**config.mk**
```make
export PLATFORM = sky130hd
export DESIGN_NAME = color_sensor_frequency_sequencer
export DESIGN_NICKNAME = d
export VERILOG_FILES = /design/src/sv/csfs_pkg.sv /design/src/sv/csfs_div.sv /design/src/sv/color_sensor_frequency_sequencer.sv
export SDC_FILE = /design/constraint.sdc
export NUM_CORES = 1
export LEC_CHECK = 0
export BUFFER_PORTS_ARGS = -buffer_cell sky130_fd_sc_hd__buf_2
export CORE_ASPECT_RATIO = 1.25
export CORE_MARGIN = 4
export CORE_UTILIZATION = 40
export CTS_CLUSTER_DIAMETER = 40
export DETAILED_ROUTE_END_ITERATION = 7
export GPL_ROUTABILITY_DRIVEN = 0
export PLACE_DENSITY = 0.59
export SYNTH_ARGS = -nofsm -noshare
export SYNTH_HDL_FRONTEND = slang
export SYNTH_HIERARCHICAL = 1
export SYNTH_SLANG_ARGS = --single-unit
```
**constraint.sdc**
```tcl
create_clock -name clk -period 4.39 [get_ports clk]
set_input_delay 0.878 -clock clk [delete_from_list [all_inputs] [get_ports clk]]
set_output_delay 0.878 -clock clk [all_outputs]
set_load 0.005 [all_outputs]
```
**src/sv/csfs_pkg.sv**
```systemverilog
`default_nettype none

package csfs_pkg;

    localparam int SAMPLES_PER_CHANNEL = 5;
    localparam int NUM_CHANNELS        = 4;

    localparam int PERIOD_W  = 16;
    localparam int ELAPSED_W = 16;
    localparam int US_W      = 20;
    localparam int HZ_W      = 27;
    localparam int CFG_IDX_W = 2;

    localparam int CNT_W = $clog2(SAMPLES_PER_CHANNEL + 1);
    localparam int IDX_W = $clog2(SAMPLES_PER_CHANNEL);
    localparam int SUM_W = PERIOD_W + $clog2(SAMPLES_PER_CHANNEL);

    localparam int TIMER_W = US_W + 1;

    localparam int DIV_DVW   = 28;
    localparam int DIV_DSW   = PERIOD_W;
    localparam int DIV_ITERS = DIV_DVW / 2;
    localparam int DIV_CNT_W = $clog2(DIV_ITERS + 1);

    localparam logic [1:0] KIND_TICK    = 2'd0;
    localparam logic [1:0] KIND_CAPTURE = 2'd1;
    localparam logic [1:0] KIND_START   = 2'd2;
    localparam logic [1:0] KIND_CANCEL  = 2'd3;

    localparam logic [CFG_IDX_W-1:0] CFG_SETTLE  = 2'd0;
    localparam logic [CFG_IDX_W-1:0] CFG_TIMEOUT = 2'd1;
    localparam logic [CFG_IDX_W-1:0] CFG_CLOCK   = 2'd2;

    localparam logic [US_W-1:0] SETTLE_RESET  = 20'd10000;
    localparam logic [US_W-1:0] TIMEOUT_RESET = 20'd100000;
    localparam logic [HZ_W-1:0] CLOCK_RESET   = 27'd6000000;

    // bit1 drives S2, bit0 drives S3
    localparam logic [1:0] FILTER_CLEAR = 2'h2;
    localparam logic [1:0] FILTER_RED   = 2'h0;
    localparam logic [1:0] FILTER_GREEN = 2'h3;
    localparam logic [1:0] FILTER_BLUE  = 2'h1;

    function automatic logic [1:0] chan_filter(input logic [1:0] ch);
        logic [1:0] f;
        case (ch)
            2'd0:    f = FILTER_CLEAR;
            2'd1:    f = FILTER_RED;
            2'd2:    f = FILTER_GREEN;
            default: f = FILTER_BLUE;
        endcase
        return f;
    endfunction

    typedef enum logic [3:0] {
        OP_NOP,
        OP_EMIT,
        OP_FETCH,
        OP_CLR,
        OP_TIMER_ADD,
        OP_SET_FILTER,
        OP_SETTLE_END,
        OP_DISC_TAKE,
        OP_STORE,
        OP_FIN_TO,
        OP_SUM_INIT,
        OP_SUM_STEP,
        OP_DIV_TRIM,
        OP_DIV_CLK,
        OP_FIN_QUO,
        OP_FIN_ZERO
    } op_t;

    typedef enum logic [4:0] {
        C_NEVER,
        C_ALWAYS,
        C_OUT_BUSY,
        C_NO_ITEM,
        C_KIND_CAP,
        C_KIND_START,
        C_KIND_CANCEL,
        C_RUNNING,
        C_NOT_RUNNING,
        C_PH_SETF,
        C_PH_SETTLE,
        C_PH_DISC,
        C_PH_SAMPLE,
        C_PH_COMP,
        C_SETTLE_WAIT,
        C_TIMEOUT,
        C_NO_PENDING,
        C_SUM_MORE,
        C_DIV_BUSY,
        C_AVG_ZERO,
        C_CAPTURE
    } cond_t;

    localparam int PC_W = 6;

    typedef struct packed {
        op_t             op;
        cond_t           cond;
        logic [PC_W-1:0] target;
    } ucode_t;

    localparam logic [PC_W-1:0] L_EMIT     = PC_W'(0);
    localparam logic [PC_W-1:0] L_FETCH    = PC_W'(1);
    localparam logic [PC_W-1:0] L_DISPATCH = PC_W'(2);
    localparam logic [PC_W-1:0] L_TICK     = PC_W'(5);
    localparam logic [PC_W-1:0] L_SETF     = PC_W'(12);
    localparam logic [PC_W-1:0] L_SETTLE   = PC_W'(13);
    localparam logic [PC_W-1:0] L_DISC     = PC_W'(15);
    localparam logic [PC_W-1:0] L_SAMPLE   = PC_W'(18);
    localparam logic [PC_W-1:0] L_TO       = PC_W'(21);
    localparam logic [PC_W-1:0] L_COMP     = PC_W'(22);
    localparam logic [PC_W-1:0] L_SUM      = PC_W'(23);
    localparam logic [PC_W-1:0] L_DIV1     = PC_W'(24);
    localparam logic [PC_W-1:0] L_DIV2     = PC_W'(27);
    localparam logic [PC_W-1:0] L_FZERO    = PC_W'(30);
    localparam logic [PC_W-1:0] L_CAP      = PC_W'(31);
    localparam logic [PC_W-1:0] L_START    = PC_W'(32);
    localparam logic [PC_W-1:0] L_CANCEL   = PC_W'(34);

    // Jump taken when cond holds, else fall through to pc + 1.
    function automatic ucode_t ucode_rom(input logic [PC_W-1:0] pc);
        ucode_t u;
        case (pc)
            L_EMIT:                  u = '{OP_EMIT,       C_OUT_BUSY,    L_EMIT};
            L_FETCH:                 u = '{OP_FETCH,      C_NO_ITEM,     L_FETCH};
            L_DISPATCH:              u = '{OP_CLR,        C_KIND_CAP,    L_CAP};
            L_DISPATCH + PC_W'(1):   u = '{OP_NOP,        C_KIND_START,  L_START};
            L_DISPATCH + PC_W'(2):   u = '{OP_NOP,        C_KIND_CANCEL, L_CANCEL};
            L_TICK:                  u = '{OP_NOP,        C_NOT_RUNNING, L_EMIT};
            L_TICK + PC_W'(1):       u = '{OP_TIMER_ADD,  C_PH_SETF,     L_SETF};
            L_TICK + PC_W'(2):       u = '{OP_NOP,        C_PH_SETTLE,   L_SETTLE};
            L_TICK + PC_W'(3):       u = '{OP_NOP,        C_PH_DISC,     L_DISC};
            L_TICK + PC_W'(4):       u = '{OP_NOP,        C_PH_SAMPLE,   L_SAMPLE};
            L_TICK + PC_W'(5):       u = '{OP_NOP,        C_PH_COMP,     L_COMP};
            L_TICK + PC_W'(6):       u = '{OP_NOP,        C_ALWAYS,      L_EMIT};
            L_SETF:                  u = '{OP_SET_FILTER, C_ALWAYS,      L_EMIT};
            L_SETTLE:                u = '{OP_NOP,        C_SETTLE_WAIT, L_EMIT};
            L_SETTLE + PC_W'(1):     u = '{OP_SETTLE_END, C_ALWAYS,      L_EMIT};
            L_DISC:                  u = '{OP_NOP,        C_TIMEOUT,     L_TO};
            L_DISC + PC_W'(1):       u = '{OP_NOP,        C_NO_PENDING,  L_EMIT};
            L_DISC + PC_W'(2):       u = '{OP_DISC_TAKE,  C_ALWAYS,      L_EMIT};
            L_SAMPLE:                u = '{OP_NOP,        C_TIMEOUT,     L_TO};
            L_SAMPLE + PC_W'(1):     u = '{OP_NOP,        C_NO_PENDING,  L_EMIT};
            L_SAMPLE + PC_W'(2):     u = '{OP_STORE,      C_ALWAYS,      L_EMIT};
            L_TO:                    u = '{OP_FIN_TO,     C_ALWAYS,      L_EMIT};
            L_COMP:                  u = '{OP_SUM_INIT,   C_NEVER,       L_EMIT};
            L_SUM:                   u = '{OP_SUM_STEP,   C_SUM_MORE,    L_SUM};
            L_DIV1:                  u = '{OP_DIV_TRIM,   C_NEVER,       L_EMIT};
            L_DIV1 + PC_W'(1):       u = '{OP_NOP,        C_DIV_BUSY,    L_DIV1 + PC_W'(1)};
            L_DIV1 + PC_W'(2):       u = '{OP_NOP,        C_AVG_ZERO,    L_FZERO};
            L_DIV2:                  u = '{OP_DIV_CLK,    C_NEVER,       L_EMIT};
            L_DIV2 + PC_W'(1):       u = '{OP_NOP,        C_DIV_BUSY,    L_DIV2 + PC_W'(1)};
            L_DIV2 + PC_W'(2):       u = '{OP_FIN_QUO,    C_ALWAYS,      L_EMIT};
            L_FZERO:                 u = '{OP_FIN_ZERO,   C_ALWAYS,      L_EMIT};
            L_CAP:                   u = '{OP_NOP,        C_CAPTURE,     L_EMIT};
            L_START:                 u = '{OP_NOP,        C_RUNNING,     L_EMIT};
            L_START + PC_W'(1):      u = '{OP_NOP,        C_ALWAYS,      L_EMIT};
            L_CANCEL:                u = '{OP_NOP,        C_NOT_RUNNING, L_EMIT};
            L_CANCEL + PC_W'(1):     u = '{OP_NOP,        C_ALWAYS,      L_EMIT};
            default:                 u = '{OP_NOP,        C_ALWAYS,      L_FETCH};
        endcase
        return u;
    endfunction

endpackage

`default_nettype wire

```
**src/sv/csfs_div.sv**
```systemverilog
`default_nettype none

module csfs_div (
    input  wire logic                         clk,
    input  wire logic                         rst_n,
    input  wire logic                         start,
    input  wire logic [csfs_pkg::DIV_DVW-1:0] dividend,
    input  wire logic [csfs_pkg::DIV_DSW-1:0] divisor,
    output logic                              busy,
    output logic [csfs_pkg::DIV_DVW-1:0]      quotient
);
    import csfs_pkg::*;

    logic [DIV_CNT_W-1:0] cnt_reg;
    logic [DIV_DSW:0]     rem_reg;
    logic [DIV_DVW-1:0]   quo_reg;
    logic [DIV_DSW-1:0]   dsr_reg;
    logic [DIV_DSW:0]     rem_next;
    logic [DIV_DVW-1:0]   quo_next;

    // two restoring steps per cycle
    always_comb
    begin
        rem_next = rem_reg;
        quo_next = quo_reg;
        for (int k = 0; k < 2; k++)
        begin
            rem_next = {rem_next[DIV_DSW-1:0], quo_next[DIV_DVW-1]};
            quo_next = {quo_next[DIV_DVW-2:0], 1'b0};
            if (rem_next >= {1'b0, dsr_reg})
            begin
                rem_next    = rem_next - {1'b0, dsr_reg};
                quo_next[0] = 1'b1;
            end
        end
    end

    always_ff @(posedge clk or negedge rst_n)
    begin
        if (!rst_n)
        begin
            cnt_reg <= '0;
        end
        else if (start)
        begin
            cnt_reg <= DIV_CNT_W'(DIV_ITERS);
        end
        else if (cnt_reg != '0)
        begin
            cnt_reg <= cnt_reg - DIV_CNT_W'(1);
        end
    end

    always_ff @(posedge clk)
    begin
        if (start)
        begin
            rem_reg <= '0;
            quo_reg <= dividend;
            dsr_reg <= divisor;
        end
        else if (cnt_reg != '0)
        begin
            rem_reg <= rem_next;
            quo_reg <= quo_next;
        end
    end

    assign busy     = (cnt_reg != '0);
    assign quotient = quo_reg;

endmodule

`default_nettype wire

```
**src/sv/color_sensor_frequency_sequencer.sv**
```systemverilog
// Color sensor frequency sequencer.
// Input channel (in_valid / in_stall): one beat per item with kind, elapsed_us
// and capture_period. Kind selects tick, capture, start run or cancel run.
// Output channel (out_valid / out_stall): exactly one result beat per item,
// carrying filter pins, busy, channel result and run status.
// Configuration: cfg_we writes cfg_wdata into register cfg_index
// (0 settle_us, 1 timeout_us, 2 timer_clock_hz) at the clock edge.
// Items are handled one at a time by a microcoded step sequencer; the input
// is taken only while the sequencer sits in its fetch step.
// The tick that computes a channel frequency runs the serial sample sum and then
// two passes of the 2-bit-per-cycle divider.
// A finished result sits in the output register; the next item is accepted
// and processed meanwhile, and the sequencer waits for the output only when it
// must hand over a new result while the previous beat is still stalled.
// Reset: idle, no run, filter pins on the clear filter, registers at their
// default values, output register empty.
`default_nettype none

module color_sensor_frequency_sequencer (
    input  wire logic                           clk,
    input  wire logic                           rst_n,
    input  wire logic                           cfg_we,
    input  wire logic [csfs_pkg::CFG_IDX_W-1:0] cfg_index,
    input  wire logic [csfs_pkg::HZ_W-1:0]      cfg_wdata,
    input  wire logic                           in_valid,
    output logic                                in_stall,
    input  wire logic [1:0]                     kind,
    input  wire logic [csfs_pkg::ELAPSED_W-1:0] elapsed_us,
    input  wire logic [csfs_pkg::PERIOD_W-1:0]  capture_period,
    output logic                                out_valid,
    input  wire logic                           out_stall,
    output logic [1:0]                          filter_select,
    output logic                                busy_res,
    output logic                                channel_done,
    output logic [1:0]                          channel_index,
    output logic [csfs_pkg::HZ_W-1:0]           frequency_hz,
    output logic                                channel_timed_out,
    output logic                                run_done,
    output logic                                run_ok
);
    import csfs_pkg::*;

    typedef enum logic [2:0] {
        PH_IDLE,
        PH_SET_FILTER,
        PH_SETTLE,
        PH_DISCARD,
        PH_SAMPLE,
        PH_COMPUTE
    } phase_t;

    logic [PC_W-1:0]      pc_reg;
    logic [PC_W-1:0]      pc_next;
    ucode_t               u;
    logic                 cond_true;

    logic [US_W-1:0]      settle_reg;
    logic [US_W-1:0]      timeout_reg;
    logic [HZ_W-1:0]      clk_hz_reg;

    logic [1:0]           kind_reg;
    logic [ELAPSED_W-1:0] elapsed_reg;
    logic [PERIOD_W-1:0]  period_reg;

    phase_t               phase_reg;
    logic [1:0]           chan_reg;
    logic [CNT_W-1:0]     count_reg;
    logic [TIMER_W-1:0]   timer_reg;
    logic                 pending_reg;
    logic [PERIOD_W-1:0]  latched_reg;
    logic                 running_reg;
    logic [1:0]           filter_reg;
    logic [PERIOD_W-1:0]  store_reg [SAMPLES_PER_CHANNEL];

    logic [IDX_W-1:0]     idx_reg;
    logic [SUM_W-1:0]     acc_reg;
    logic [PERIOD_W-1:0]  lo_reg;
    logic [PERIOD_W-1:0]  hi_reg;

    logic                 res_done_reg;
    logic [1:0]           res_index_reg;
    logic [HZ_W-1:0]      res_freq_reg;
    logic                 res_to_reg;
    logic                 res_run_done_reg;
    logic                 res_run_ok_reg;

    logic                 out_valid_reg;
    logic [1:0]           out_filter_reg;
    logic                 out_busy_reg;
    logic                 out_done_reg;
    logic [1:0]           out_index_reg;
    logic [HZ_W-1:0]      out_freq_reg;
    logic                 out_to_reg;
    logic                 out_run_done_reg;
    logic                 out_run_ok_reg;

    logic                 in_accept;
    logic                 out_blocked;
    logic [TIMER_W:0]     timer_sum;
    logic [CNT_W-1:0]     count_inc;
    logic [PERIOD_W-1:0]  sample_rd;
    logic [SUM_W-1:0]     trimmed;
    logic                 fin;
    logic [HZ_W-1:0]      fin_freq;

    logic                 div_start;
    logic [DIV_DVW-1:0]   div_dividend;
    logic [DIV_DSW-1:0]   div_divisor;
    logic                 div_busy;
    logic [DIV_DVW-1:0]   div_quotient;

    assign u           = ucode_rom(pc_reg);
    assign in_stall    = (pc_reg != L_FETCH);
    assign in_accept   = in_valid && !in_stall;
    assign out_blocked = out_valid_reg && out_stall;
    assign timer_sum   = {1'b0, timer_reg} + (TIMER_W + 1)'(elapsed_reg);
    assign count_inc   = count_reg + CNT_W'(1);
    assign sample_rd   = store_reg[idx_reg];
    assign trimmed     = acc_reg - SUM_W'(lo_reg) - SUM_W'(hi_reg);

    always_comb
    begin
        case (u.cond)
            C_NEVER:       cond_true = 1'b0;
            C_ALWAYS:      cond_true = 1'b1;
            C_OUT_BUSY:    cond_true = out_blocked;
            C_NO_ITEM:     cond_true = !in_valid;
            C_KIND_CAP:    cond_true = (kind_reg == KIND_CAPTURE);
            C_KIND_START:  cond_true = (kind_reg == KIND_START);
            C_KIND_CANCEL: cond_true = (kind_reg == KIND_CANCEL);
            C_RUNNING:     cond_true = running_reg;
            C_NOT_RUNNING: cond_true = !running_reg;
            C_PH_SETF:     cond_true = (phase_reg == PH_SET_FILTER);
            C_PH_SETTLE:   cond_true = (phase_reg == PH_SETTLE);
            C_PH_DISC:     cond_true = (phase_reg == PH_DISCARD);
            C_PH_SAMPLE:   cond_true = (phase_reg == PH_SAMPLE);
            C_PH_COMP:     cond_true = (phase_reg == PH_COMPUTE);
            C_SETTLE_WAIT: cond_true = (timer_reg < TIMER_W'(settle_reg));
            C_TIMEOUT:     cond_true = (timer_reg > TIMER_W'(timeout_reg));
            C_NO_PENDING:  cond_true = !pending_reg;
            C_SUM_MORE:    cond_true = (idx_reg != IDX_W'(SAMPLES_PER_CHANNEL - 1));
            C_DIV_BUSY:    cond_true = div_busy;
            C_AVG_ZERO:    cond_true = (div_quotient[DIV_DSW-1:0] == '0);
            C_CAPTURE:     cond_true = 1'b1;
            default:       cond_true = 1'b1;
        endcase
    end

    assign pc_next = cond_true ? u.target : pc_reg + PC_W'(1);

    assign div_start    = (u.op == OP_DIV_TRIM) || (u.op == OP_DIV_CLK);
    assign div_dividend = (u.op == OP_DIV_TRIM) ? DIV_DVW'(trimmed) : DIV_DVW'(clk_hz_reg);
    assign div_divisor  = (u.op == OP_DIV_TRIM) ? DIV_DSW'(SAMPLES_PER_CHANNEL - 2)
                                                : div_quotient[DIV_DSW-1:0];

    assign fin = (u.op == OP_FIN_TO) || (u.op == OP_FIN_QUO) || (u.op == OP_FIN_ZERO);
    assign fin_freq = (u.op == OP_FIN_QUO) ? div_quotient[HZ_W-1:0] : '0;

    csfs_div u_div (
        .clk      (clk),
        .rst_n    (rst_n),
        .start    (div_start),
        .dividend (div_dividend),
        .divisor  (div_divisor),
        .busy     (div_busy),
        .quotient (div_quotient)
    );

    always_ff @(posedge clk)
    begin
        if (u.op == OP_STORE && count_reg < CNT_W'(SAMPLES_PER_CHANNEL))
        begin
            store_reg[count_reg[IDX_W-1:0]] <= latched_reg;
        end
    end

    always_ff @(posedge clk or negedge rst_n)
    begin
        if (!rst_n)
        begin
            pc_reg           <= L_FETCH;
            settle_reg       <= SETTLE_RESET;
            timeout_reg      <= TIMEOUT_RESET;
            clk_hz_reg       <= CLOCK_RESET;
            kind_reg         <= KIND_TICK;
            elapsed_reg      <= '0;
            period_reg       <= '0;
            phase_reg        <= PH_IDLE;
            chan_reg         <= '0;
            count_reg        <= '0;
            timer_reg        <= '0;
            pending_reg      <= 1'b0;
            latched_reg      <= '0;
            running_reg      <= 1'b0;
            filter_reg       <= FILTER_CLEAR;
            idx_reg          <= '0;
            acc_reg          <= '0;
            lo_reg           <= '0;
            hi_reg           <= '0;
            res_done_reg     <= 1'b0;
            res_index_reg    <= '0;
            res_freq_reg     <= '0;
            res_to_reg       <= 1'b0;
            res_run_done_reg <= 1'b0;
            res_run_ok_reg   <= 1'b0;
            out_valid_reg    <= 1'b0;
            out_filter_reg   <= FILTER_CLEAR;
            out_busy_reg     <= 1'b0;
            out_done_reg     <= 1'b0;
            out_index_reg    <= '0;
            out_freq_reg     <= '0;
            out_to_reg       <= 1'b0;
            out_run_done_reg <= 1'b0;
            out_run_ok_reg   <= 1'b0;
        end
        else
        begin
            pc_reg <= pc_next;

            if (cfg_we)
            begin
                case (cfg_index)
                    CFG_SETTLE:  settle_reg  <= cfg_wdata[US_W-1:0];
                    CFG_TIMEOUT: timeout_reg <= cfg_wdata[US_W-1:0];
                    CFG_CLOCK:   clk_hz_reg  <= cfg_wdata;
                    default:     ;
                endcase
            end

            if (out_valid_reg && !out_stall)
            begin
                out_valid_reg <= 1'b0;
            end

            case (u.op)
                OP_EMIT:
                begin
                    if (!out_blocked)
                    begin
                        out_valid_reg    <= 1'b1;
                        out_filter_reg   <= filter_reg;
                        out_busy_reg     <= running_reg;
                        out_done_reg     <= res_done_reg;
                        out_index_reg    <= res_index_reg;
                        out_freq_reg     <= res_freq_reg;
                        out_to_reg       <= res_to_reg;
                        out_run_done_reg <= res_run_done_reg;
                        out_run_ok_reg   <= res_run_ok_reg;
                    end
                end
                OP_FETCH:
                begin
                    if (in_accept)
                    begin
                        kind_reg    <= kind;
                        elapsed_reg <= elapsed_us;
                        period_reg  <= capture_period;
                    end
                end
                OP_CLR:
                begin
                    res_done_reg     <= 1'b0;
                    res_index_reg    <= '0;
                    res_freq_reg     <= '0;
                    res_to_reg       <= 1'b0;
                    res_run_done_reg <= 1'b0;
                    res_run_ok_reg   <= 1'b0;
                end
                OP_TIMER_ADD:
                begin
                    timer_reg <= timer_sum[TIMER_W] ? '1 : timer_sum[TIMER_W-1:0];
                end
                OP_SET_FILTER:
                begin
                    filter_reg <= chan_filter(chan_reg);
                    phase_reg  <= PH_SETTLE;
                    timer_reg  <= '0;
                end
                OP_SETTLE_END:
                begin
                    pending_reg <= 1'b0;
                    phase_reg   <= PH_DISCARD;
                    timer_reg   <= '0;
                end
                OP_DISC_TAKE:
                begin
                    pending_reg <= 1'b0;
                    count_reg   <= '0;
                    phase_reg   <= PH_SAMPLE;
                    timer_reg   <= '0;
                end
                OP_STORE:
                begin
                    pending_reg <= 1'b0;
                    count_reg   <= count_inc;
                    if (count_inc >= CNT_W'(SAMPLES_PER_CHANNEL))
                    begin
                        phase_reg <= PH_COMPUTE;
                    end
                end
                OP_SUM_INIT:
                begin
                    idx_reg <= '0;
                    acc_reg <= '0;
                    lo_reg  <= '1;
                    hi_reg  <= '0;
                end
                OP_SUM_STEP:
                begin
                    idx_reg <= idx_reg + IDX_W'(1);
                    acc_reg <= acc_reg + SUM_W'(sample_rd);
                    if (sample_rd < lo_reg)
                    begin
                        lo_reg <= sample_rd;
                    end
                    if (sample_rd > hi_reg)
                    begin
                        hi_reg <= sample_rd;
                    end
                end
                default:
                begin
                end
            endcase

            if (fin)
            begin
                res_done_reg  <= 1'b1;
                res_index_reg <= chan_reg;
                res_freq_reg  <= fin_freq;
                res_to_reg    <= (u.op == OP_FIN_TO);
                count_reg     <= '0;
                if (chan_reg == 2'(NUM_CHANNELS - 1))
                begin
                    chan_reg         <= '0;
                    running_reg      <= 1'b0;
                    phase_reg        <= PH_IDLE;
                    res_run_done_reg <= 1'b1;
                    res_run_ok_reg   <= 1'b1;
                end
                else
                begin
                    chan_reg  <= chan_reg + 2'd1;
                    phase_reg <= PH_SET_FILTER;
                end
            end

            // capture item
            if (pc_reg == L_CAP)
            begin
                latched_reg <= period_reg;
                if (running_reg)
                begin
                    pending_reg <= 1'b1;
                end
            end

            // start item while idle
            if (pc_reg == L_START + PC_W'(1))
            begin
                chan_reg    <= '0;
                count_reg   <= '0;
                timer_reg   <= '0;
                pending_reg <= 1'b0;
                phase_reg   <= PH_SET_FILTER;
                running_reg <= 1'b1;
            end

            // cancel item while busy
            if (pc_reg == L_CANCEL + PC_W'(1))
            begin
                running_reg      <= 1'b0;
                phase_reg        <= PH_IDLE;
                pending_reg      <= 1'b0;
                res_run_done_reg <= 1'b1;
                res_run_ok_reg   <= 1'b0;
            end
        end
    end

    assign out_valid         = out_valid_reg;
    assign filter_select     = out_filter_reg;
    assign busy_res          = out_busy_reg;
    assign channel_done      = out_done_reg;
    assign channel_index     = out_index_reg;
    assign frequency_hz      = out_freq_reg;
    assign channel_timed_out = out_to_reg;
    assign run_done          = out_run_done_reg;
    assign run_ok            = out_run_ok_reg;

endmodule

`default_nettype wire

```
======== Yosys cells after proc, flatten, opt, wreduce, memory -nomap -nowiden ========
Memory sizes are Yosys's and may differ from the RTL's.
Index checks and enable logic that the tools add are counted.
operators by class
  add/subtract/negate cells ............... 11
  order comparisons ....................... 8
  equal/unequal tests ..................... 54
  mux-type cells .......................... 63
  bitwise logic cells ..................... 1
  reduce and logical (&&, ||, !) cells .... 37
operators by type and width
  operator              number
  $mux W27              4
  $mux W16              4
  $pmux W16 S2          2
  $mux W28              2
  $mux W21              2
  $pmux W21 S2          1
  $eq A5 B4 Y1 const B  8
  $pmux W19 S2          1
  $sub A19 B16 Y19      2
  $ge A17 B16 Y1        2
  $eq A4 B4 Y1 const B  8
  $sub A16 B16 Y16      2
  $mux W1               28
  $add A21 B16 Y22      1
  $gt A21 B20 Y1        1
  $lt A21 B20 Y1        1
  $eq A5 B3 Y1 const B  4
  $eq A5 B5 Y1 const B  4
  $add A19 B16 Y19      1
  $pmux W1 S19          1
  $mux W3               6
  $reduce_and A2 Y1     9
  $eq A4 B3 Y1 const B  4
  $gt A16 B16 Y1        1
  39 further kinds      75
word-level totals
  register bits ........................... 344
  RAM bits ................................ 80
  memory bits (read-only) ................. 960
  output and inout port bits .............. 38
  word-level logic and storage cells ...... 214
  memories kept ........................... 2
memory list
  name             depth  width  rd ports  clocked after memory_dff  write ports  RTL line                                text
  (no name shown)  64     15     1         0                         0            csfs_pkg.sv:127                         case (pc)
  store_reg        5      16     1         0                         1            color_sensor_frequency_sequencer.sv:73  logic [PERIOD_W-1:0] store_reg [SAMPLES_PER_CHANNEL];

======== Depth between registers and ports, before layout ========
An unclocked memory read counts as a cell.
  depth in word-level cells ............... 8
  mapped depth ............................ 20
  depth with buffers taken out ............ 19

======== By module ========
The synthesis kept the hierarchy.
modules (own cells, without submodules)
  module                            times used  cells an instance  area each (um^2)
  color_sensor_frequency_sequencer  1           1710               19596.3
  csfs_div                          1           420                4384.2

======== Worst setup path before layout ========
Ideal clock, no wire load.
  path type ............................... register -> register
  start point ............................. register pc_reg[0]
  end point ............................... memory store_reg[4][0], enable pin
  arrival ................................. 3.923 ns
  data required time ...................... 3.954 ns
  slack ................................... 0.031 ns
  cell stages (with the launch flop) ...... 10
  buffers on the path ..................... 1
  period minus slack after synthesis ...... 4.359 ns
  cell sequence ........................... dfstp_2 inv_2 ha_1 clkbuf_1 mux4_1 inv_1 a211oi_2 nor2_1 nand2_1 nor4b_1
on the way
  word-level cells in the longest chain between the ends .. 5
RTL lines
  what                           RTL line                                 text
  start: declaration             color_sensor_frequency_sequencer.sv:52   logic [PC_W-1:0] pc_reg;
  start signal: assignment       color_sensor_frequency_sequencer.sv:218  pc_reg <= pc_next;
  $mem_v2 Z64 W15                --
  $eq A4 B4 Y1                   color_sensor_frequency_sequencer.sv:171  if (u.op == OP_STORE && count_reg < CNT_W'(SAMPLES_PER_CHANNEL))
  $logic_and A1 B1 Y1            color_sensor_frequency_sequencer.sv:171
  $mux W1                        color_sensor_frequency_sequencer.sv:171
  $mux W1 (implied by the code)  color_sensor_frequency_sequencer.sv:173  store_reg[count_reg[IDX_W-1:0]] <= latched_reg;
  end: declaration               color_sensor_frequency_sequencer.sv:73
Every way passes these cells.

======== Worst setup path in the final report ========
  start point ............................. register u_div.quo_reg[27] (netlist: u_div/quotient[27])
  end point ............................... register u_div.quo_reg[0] (netlist: u_div/quotient[0]) (data pin)
on the way
  word-level cells in the longest chain between the ends .. 6
  elaborated cells on any way between the ends .. 7
RTL lines
  what                                                RTL line                        text
  start: declaration                                  csfs_div.sv:16                  logic [DIV_DVW-1:0] quo_reg;
  start signal: assignment                            csfs_div.sv:59                  quo_reg <= dividend;
  start signal: assignment                            csfs_div.sv:65                  quo_reg <= quo_next;
  $sub A16 B16 Y16 or $ge A17 B16 Y1 (tied branches)  csfs_div.sv:32, csfs_div.sv:30
  $mux W16 *                                          csfs_div.sv:30                  if (rem_next >= {1'b0, dsr_reg})
  $ge A17 B16 Y1 *                                    csfs_div.sv:30
  $mux W1 *                                           csfs_div.sv:30
  $mux W28 *                                          csfs_div.sv:62                  else if (cnt_reg != '0)
  $mux W28 *                                          csfs_div.sv:56                  if (start)
Every way passes the cells marked *; elsewhere a longest branch is shown, timed or not. The select of a mux whose other input is x is not followed.
A chain may end at the register's enable or synchronous reset.

==> impl_metrics.toml <==
[sta]
maxSlewViolCount = 0
whs_ns = 0.324
finalSetupViolCount = 0
hold_violations = 0
maxSlewHeadroom_pct = 25.7
period_share_pct = 96.7
skew_ns = 0.0295
fin_crit_ns = 4.24
fmax_mhz = 236
worstMarginPinSlew_ns = 1.11
grt_setup_unrepaired = "true"

[logic_synthesis]
yosys_warnings = 6
yosys-top-cells-area = "dfrtp_1 27%, edfxtp_1 16%, mux2_2 9.7%"
seq_area_frac_synth_pct = 46.6
synthCells = 2130
ys.flop_type = "dfrtp_1"
synth_edf_count = 124
yosysMostFrequentCell = "dfrtp_1"
yosysUniqueCellTypes = 100
synth-seq-cells = 424
yosys.area.top_type = "dfrtp_1"
async_reset_ff_share_pct = 67.0
synth_area_um2 = 24000
synth_area_per_cell_um2 = 11.3
yosys.area.top_type_share_pct = 27.1
synth_common_cells = "260 x dfrtp_1, 207 x mux2_2, 171 x ha_1"
synth_fp_nets = 2389

[flow_run]
maxCapViolCount = 0

[finish]
layout-drive-gt1-share_pct = 26.5
final_nets = 2556
diodes = 0
largest_reg_flops = 80
final_core_util_pct = 47.7
syn2layout_area_growth_pct = 18.2
num-fill-cells = 5388

[global_routing]
antenna_found_initial = 0
grt-ovfl-total = 0
grt_max_degree = 105
grt_pass1_vias = 17900
track_usage_pct = 19.2
grt_pass1_wl_um = 98200

[critical_path]
crit_path_end_kind = "flop"
reg2reg_slack_ns = 0.15
max_stage_delay_ns = 0.40
crit_arrival_ns = 4.59
r2r_cells = 18
required_ns = 4.73
critPathLaunchType = "flop"
critPathKind = "reg -> reg"
cp.depth = 18
crit_family = "compound AO/OA/AOI/OAI gates"
critPathMaxFanout = 6
crit_path_start = "u_div/quotient[27]$_DFFE_PP_"
r2r_end = "u_div/quotient[0]$_DFFE_PP_"
crit_buf_inv = 3
critical_path.endpoint = "u_div/quotient[0]$_DFFE_PP_"
slowest_stage = "fa_2"
reg2reg_from = "u_div/quotient[27]$_DFFE_PP_"
path_cells = "inv_1 -> ha_2 -> inv_2 -> fa_2 -> a21oi_2 -> o22ai_2 -> o211a_1 -> o21a_1 -> o311a_1 -> or2_4 -> ha_4 -> and3_4 -> o211ai_1 -> nand2_1 -> o311ai_4 -> o2111ai_4 -> buf_6 -> mux2_2"

[cts]
path_clk_slew_ns = 0.06
clk_latency_ns = 0.60
htreeDepth = 3
clock_path_buffers = 3
cts_buffers = 67
clock-sinks = 424
hold_buffers = 0
ctsRootBufferMaster = "clkbuf_16"
cts_tree = "built"

[drt]
routed_wl_um = 60900
route.detailed.drc = 0
viasPerCell = 5.53
dr.pass1.iters = 6
drt_iter0_markers = 900
vias = 17200
wl_per_cell_um = 19.5
antenna_left = 0

[die]
start_util_pct = 40.3
die-width_um = 227
die_h_um = 282
pin_count = 106
rows = 100
dieArea_um2 = 64000
fp.coreArea_um2 = 59400

[place]
portBuffers = 105
dp_hpwl_um = 44500

[power_and_ir_drop]
netSwitchingFraction_pct = 40.1
power_frac_comb_pct = 51.3
p_sw_mw = 9.58
power_density_nw_per_um2 = 842
pwr-share-clk_pct = 21.9
internal_power_mw = 14.3
p_seq_share_pct = 26.9
leakagePower_nw = 12.5
ir_drop_mv = 0.434

[hold_path]
hp-class = "in -> async"

[outcome]
status = "finished clean"
==> repair_timing <==
action / in CTS / in global routing
gates resized for setup: 5 / 44
endpoints found under the hold margin: 0 / 0
pin swaps: 1 / 24
cloned: 0 / 1
endpoints found under the setup margin: 13 / 17
buffers inserted: 1 / 12
==> stage by stage <==
stage               instances  power [mW]  setup slack, ns  TNS [ns]  instance area [um^2]
floorplan                2130        14.9           0.0310         0                 24000
global placement         2979        17.8          -0.0298    -0.226                 25700
detailed placement       2979        18.1          -0.0437    -0.244                 25700
CTS                      3104        23.6          0.00258         0                 28000
global route             3117        25.7          -0.0362    -0.142                 28300
finish                   3117        23.9            0.146         0                 28300
==> worst min path at each step <==
stage | from | depth (start not counted) | to | slack (ns)
global route | rst_n | 1 | acc_reg[10]$_DFFE_PN0P_ | 0.38
floorplan | res_run_done_reg$_DFF_PN0_ | 1 | res_run_done_reg$_DFF_PN0_ | 0.45
detailed placement | res_done_reg$_DFFE_PN0P_ | 1 | res_done_reg$_DFFE_PN0P_ | 0.47
finish | rst_n | 1 | acc_reg[10]$_DFFE_PN0P_ | 0.32
CTS | rst_n | 1 | acc_reg[10]$_DFFE_PN0P_ | 0.39
global placement | u_div/cnt_reg[3]$_DFFE_PN0P_ | 1 | u_div/cnt_reg[3]$_DFFE_PN0P_ | 0.47
==> placed cells by master (no fill, tap or decap), drive strengths merged, types with 10 or more instances in the layout <==
master  count
o211ai     15
buf       179
nor4       13
mux2i      24
and2       31
o31ai      15
nand2b     25
a31oi      20
a22o       58
clkbuf     83
dfstp      24
and3       13
nor3       35
a22oi      12
ha        171
dfrtp     260
edfxtp    124
o21ai     118
inv       153
dfxtp      16
o21a       17
nand4      20
nor2b      16
a21o       25
xnor2      42
nor2      113
nand2     147
or2        10
mux2      208
mux4       18
fa         20
nand3      38
a21oi      92
xor2       22
clkinv     19
a211oi     26
==> area by class of cell <==
cell class / instances / area [um^2] / share of cell area (%)
multi-input cells: 1488 / 12200 / 43.2
clock inverters: 42 / 369 / 1.30
inverters: 136 / 510 / 1.80
well taps: 765 / 957 / 3.38
clock buffers: 82 / 1890 / 6.67
flip-flops and latches: 424 / 11200 / 39.4
repair buffers: 180 / 1200 / 4.22
==> per-layer routing <==
layer	GRT usage [%]	up-vias	wire, um
li1	-	8228	-
met4	6.12	0	1700
met1	24.4	8527	26100
met2	33.4	359	30700
met3	3.26	109	2410
met5	0	-	0
==> power groups by stage <==
stage | clock network (mW) | registers [mW] | logic (mW)
final | 5.22 | 6.41 | 12.2
after global routing | 5.56 | 6.57 | 13.6
after floorplan | 0 | 6.03 | 8.88
after detailed placement | 0 | 6.46 | 11.7
after CTS | 5.36 | 6.40 | 11.8
after global placement | 0 | 6.43 | 11.4
==> worst reg2reg max path: cells and delay by family, from the launching register on <==
family,cells,cell delay [ns]
buffers and inverters,3,0.34
flip-flops,1,0.39
AO/OA/AOI/OAI,8,1.65
multiplexers,1,0.25
AND/OR/NAND/NOR,3,0.56
adder cells (fa/ha/maj),3,0.79
==> cell families (layout without fill, tap and decap cells) <==
family | count (synthesis) | in the layout | synth area share, %
compound gates | 483 | 483 | 14.1
xor+xnor | 64 | 64 | 2.34
fa+ha+maj | 191 | 191 | 10.6
buf+inv | 218 | 440 | 3.59
flops | 424 | 424 | 46.6
mux | 250 | 250 | 12.5
other cells | 1 | 1 | 0.0156
simple gates | 499 | 499 | 10.2
(Power assumes the default switching activity.)
